$ cat src/rtl/sla_ram.sv
// ----------------------------------------------------------------------------
// sla_ram
// generic single-port synchronous ram, registered read
// ----------------------------------------------------------------------------
module sla_ram #(
  parameter int WIDTH = 8,
  parameter int DEPTH = 16
) (
  input  logic                     clk,
  input  logic                     we,
  input  logic [$clog2(DEPTH)-1:0] addr,
  input  logic [WIDTH-1:0]         wdata,
  output logic [WIDTH-1:0]         rdata
);

  logic [WIDTH-1:0] mem [DEPTH];

  always_ff @(posedge clk) begin
    if (we) begin
      mem[addr] <= wdata;
    end
    rdata <= mem[addr];
  end

endmodule

$ cat config.mk
export PLATFORM = sky130hd
export DESIGN_NAME = sla_ram
export DESIGN_NICKNAME = d
export VERILOG_FILES = /design/src/rtl/sla_ram.sv
export SDC_FILE = /design/constraint.sdc
export NUM_CORES = 1
export LEC_CHECK = 0
export ABC_AREA = 0
export BUFFER_PORTS_ARGS = -buffer_cell sky130_fd_sc_hd__buf_2
export CORE_MARGIN = 1
export CORE_UTILIZATION = 55
export CTS_CLUSTER_SIZE = 8
export DETAILED_ROUTE_END_ITERATION = 8
export GPL_ROUTABILITY_DRIVEN = 1
export PLACE_DENSITY = 0.8
export REMOVE_ABC_BUFFERS = 1
export SETUP_SLACK_MARGIN = 0.3
export SYNTH_ARGS = -nofsm -noshare
export SYNTH_HDL_FRONTEND = slang
export SYNTH_SLANG_ARGS = --single-unit
$ cat constraint.sdc
create_clock -name clk -period 2.8 [get_ports clk]
set_input_delay 0.42 -clock clk [delete_from_list [all_inputs] [get_ports clk]]
set_output_delay 0.42 -clock clk [all_outputs]
set_load 0.005 [all_outputs]
After elaboration in Yosys (flattened, before gate mapping). Memories as Yosys holds them, arrays and structs flattened. A register that Yosys moved wholly into a read port is not among the register bits. Index checks and enable logic that the tools add are counted.

Mux-type cells: 2. $add $sub $neg: 0. Shifts and indexed selects: 0. $mul: 0. $lt $le $gt $ge: 0. Divide/modulo/power cells: 0. Bitwise logic cells: 0. Equal/unequal tests: 0. Reductions and logical operators: 0.

Operators with widths (number): $mux 1 (2).

Word-level logic and storage cells: 3. Latch bits: 0. ROM bits: 0. Output and inout bits: 8. Memory bits (writable): 128. Bits of input ports: 14. Bits in registers: 0. Memories: 1.

Memory list: mem (depth 16, bits a word 8, rd ports 1, clocked after Yosys merged registers in 1, write ports 1, line 16) `logic [WIDTH-1:0] mem [DEPTH];`.

Logic depth before layout (Yosys ltp).
Depth in word-level cells: 2. Mapped depth: 5. Depth with buffers taken out: 3.

Worst setup path after synthesis. Ideal clock, no wire load.

Kind: in2reg. Start point: in addr[2]. End point: mem mem[0][0], enable pin. Library setup time: 383 ps. Path slack: 887 ps. Cell stages on the path: 2. Arrival: 1530 ps. Data required time: 2417 ps. Buffers on the path: 0. Cells stage by stage: or3b_2 -> nor3_1.

RTL lines: start: declaration (line 11) `input logic [$clog2(DEPTH)-1:0] addr,`; end: declaration (line 16).

Straight into the memory's write port.

Worst setup path in the final report.
Start point: in addr[1]. End point: mem mem[10][1], enable pin.

Straight into the memory's write port.

==> impl_metrics.env <==
export IMPL_cts_tree="done"
export IMPL_final_util_pct=68.5
export IMPL_start_util_pct=57.5
export IMPL_grt_usage_pct=23.0
export IMPL_setup_slack_ns=1.08
export IMPL_syn_to_final_growth_pct=19.0
export IMPL_drc=2
export IMPL_grt_setup_unrepaired="no"
export IMPL_powerDensity_nw_per_um2=815
export IMPL_yosys_top_cells_count="edfxtp_1 (128), mux4_2 (32), a22oi_1 (16), nor2_1 (13), nand2_1 (9)"
export IMPL_cp_arrival_ns=1.85
export IMPL_max_cap_violations=0
export IMPL_ys_seq_elements=136
export IMPL_synth_main_ff_cell="edfxtp_1"
export IMPL_placementRows=34
export IMPL_cts_setup_buffers=0
export IMPL_ys_types=18
export IMPL_grt_max_degree=25
export IMPL_postCtsHoldBufs=0
export IMPL_power_mw=4.92
export IMPL_hold_viol_final=0
export IMPL_seq_area_frac_synth_pct=79.0
export IMPL_finalCritPeriodShare_pct=61.3
export IMPL_p_leak_nw=2.03
export IMPL_worst_clock_skew_ns=0.00542
export IMPL_grt_pass1_vias=2597
export IMPL_die_w_microns=98.0
export IMPL_dieArea_sq_um=9600
export IMPL_fin_tns_setup_ns=0
export IMPL_dp_hpwl_mm=5.92
export IMPL_h_tree_depth=4
export IMPL_timing_hold_ws_ns=0.293
export IMPL_clock_sinks=136
export IMPL_numPortBuffers=21
export IMPL_die_h_microns=98.0
export IMPL_worstSetupPathType="in2reg"
export IMPL_clock_path_buffers=2
export IMPL_firstDrtPassIters=9
export IMPL_antenna_found_initial=0
export IMPL_violations="DRC"
export IMPL_syn_inst=230
export IMPL_initialDrtViolationCount=273
export IMPL_antennaDiodeCount=0
export IMPL_finalCriticalPeriod_ns=1.72
export IMPL_vdd_ir_drop_worst_mv=0.416
export IMPL_hp_class="in2reg"
export IMPL_synthTopCellsByArea="edfxtp_1 (76%), mux4_2 (14%), dfxtp_1 (3.2%), a22oi_1 (2.4%), nor2_1 (0.96%)"
export IMPL_ys_async_sr_fraction_pct=0
export IMPL_setup_viol_count_final=0
export IMPL_overflow=0
export IMPL_worst_pin_slew_ns=0.871
export IMPL_ys_warn_count=0
export IMPL_yosysMostFrequentCell="edfxtp_1"
export IMPL_syn_mean_instance_area_sq_um=22.0
export IMPL_post_drt_wl_per_cell_microns=24.6
export IMPL_insertion_delay_ns=0.51
export IMPL_place_area_sq_um=5380
export IMPL_post_route_cell_area_sq_um=6030
export IMPL_dr_total_vias=2430
export IMPL_clkTransAtPathRegs_ns=0.06
export IMPL_numCtsBuffers=17
export IMPL_synth_area_sq_um=5070
export IMPL_synth_top_area_share_pct=75.9
export IMPL_ant_nets=0
export IMPL_end_kind="register"
export IMPL_drt_wl_total_mm=9.78
export IMPL_nets=291
export IMPL_fillerInstances=554
export IMPL_pre_cts_slack_ns=0.559
export IMPL_core_area_sq_um=8810
export IMPL_viasPerCell=6.11
export IMPL_post_cts_resized=0
export IMPL_cp_required_ns=2.94
export IMPL_placed_cells=366
export IMPL_cts_root_buf="clkbuf_8"
export IMPL_drive_above_1_share_pct=34.8
export IMPL_outcome="finished, violations left"
export IMPL_io_pins=22
export IMPL_critical_path_max_fanout=24
export IMPL_drv_slew=0
export IMPL_startpoint_type="input pin"
export IMPL_gp_congestion=0.740
export IMPL_slew_headroom_pct=41.7
export IMPL_synth_edf_count=128
export IMPL_grt_pass1_wl_mm=15.1
export IMPL_final_cell_count_no_fill=398
export IMPL_timing_fmax_ghz=0.583
export IMPL_synth_top_area_cell="edfxtp_1"
[layer usage]
layer	GRT usage, %	part of all wire [%]	up-vias
li1	-	-	1060
met1	30.0	41	1243
met2	37.1	51	109
met3	6.44	6.1	18
met4	9.21	1.7	0
met5	0	0	-
[area by class of cell]
cell class / instances / area (sq um) / area share, %
flip-flops and latches: 136 / 4000 / 66.4
multi-input cells: 83 / 1000 / 16.6
clock buffers: 19 / 422 / 6.99
repair buffers: 39 / 240 / 3.98
clock inverters: 13 / 228 / 3.78
well taps: 108 / 135 / 2.24
[flip-flops by register name (all words and copies together), names as in the netlist]
register,cells
mem,128
rdata,8
[worst max-delay path, stage by stage]
cell,delay (ns)
buf_2,0.46
nand2b_1,0.24
nor2_1,0.72
[report_power, final]
part | switching, mW | internal, mW
clock network | 0.797 | 1.62
registers | 0.0136 | 2.28
logic | 0.119 | 0.0878
[worst paths after layout]
| path | to | slack (ns) | startpoint | cells past startpoint |
|---|---|---|---|---|
| worst max-delay path | mem[10][1] | 1.08 | addr[1] | 3 |
| worst min-delay path | mem[7][3] | 0.29 | wdata[3] | 1 |
| worst max register to register | rdata[4] | 1.44 | mem[7][4] | 3 |
| worst min register to register | rdata[0] | 0.66 | mem[15][0] | 3 |
[cells in the final DEF, fill, tap and decap left out]
master	netlist	layout
nor3_1	4	4
nand2b_1	2	2
clkbuf_1	2	2
clkinv_1	0	1
buf_2	2	21
nor2_1	13	13
clkinv_2	0	2
nand3_1	1	1
buf_4	0	18
and2_1	1	1
clkbuf_8	0	1
or3b_2	1	1
clkinv_4	0	3
a22oi_1	16	16
bufinv_16	0	6
clkinvlp_4	0	1
nor2b_1	2	2
mux4_2	32	32
dfxtp_1	8	8
clkbuf_16	0	16
edfxtp_1	128	128
nand2_1	9	9
nand3b_1	2	2
[cell families after synthesis]
| logic type | count (synthesis) | synth area share [%] |
|---|---|---|
| compound gates | 16 | 2.37 |
| buf+inv | 11 | 1.19 |
| flops | 136 | 79.0 |
| mux | 32 | 14.2 |
| simple gates | 35 | 3.21 |
(Power assumes the default switching activity.)
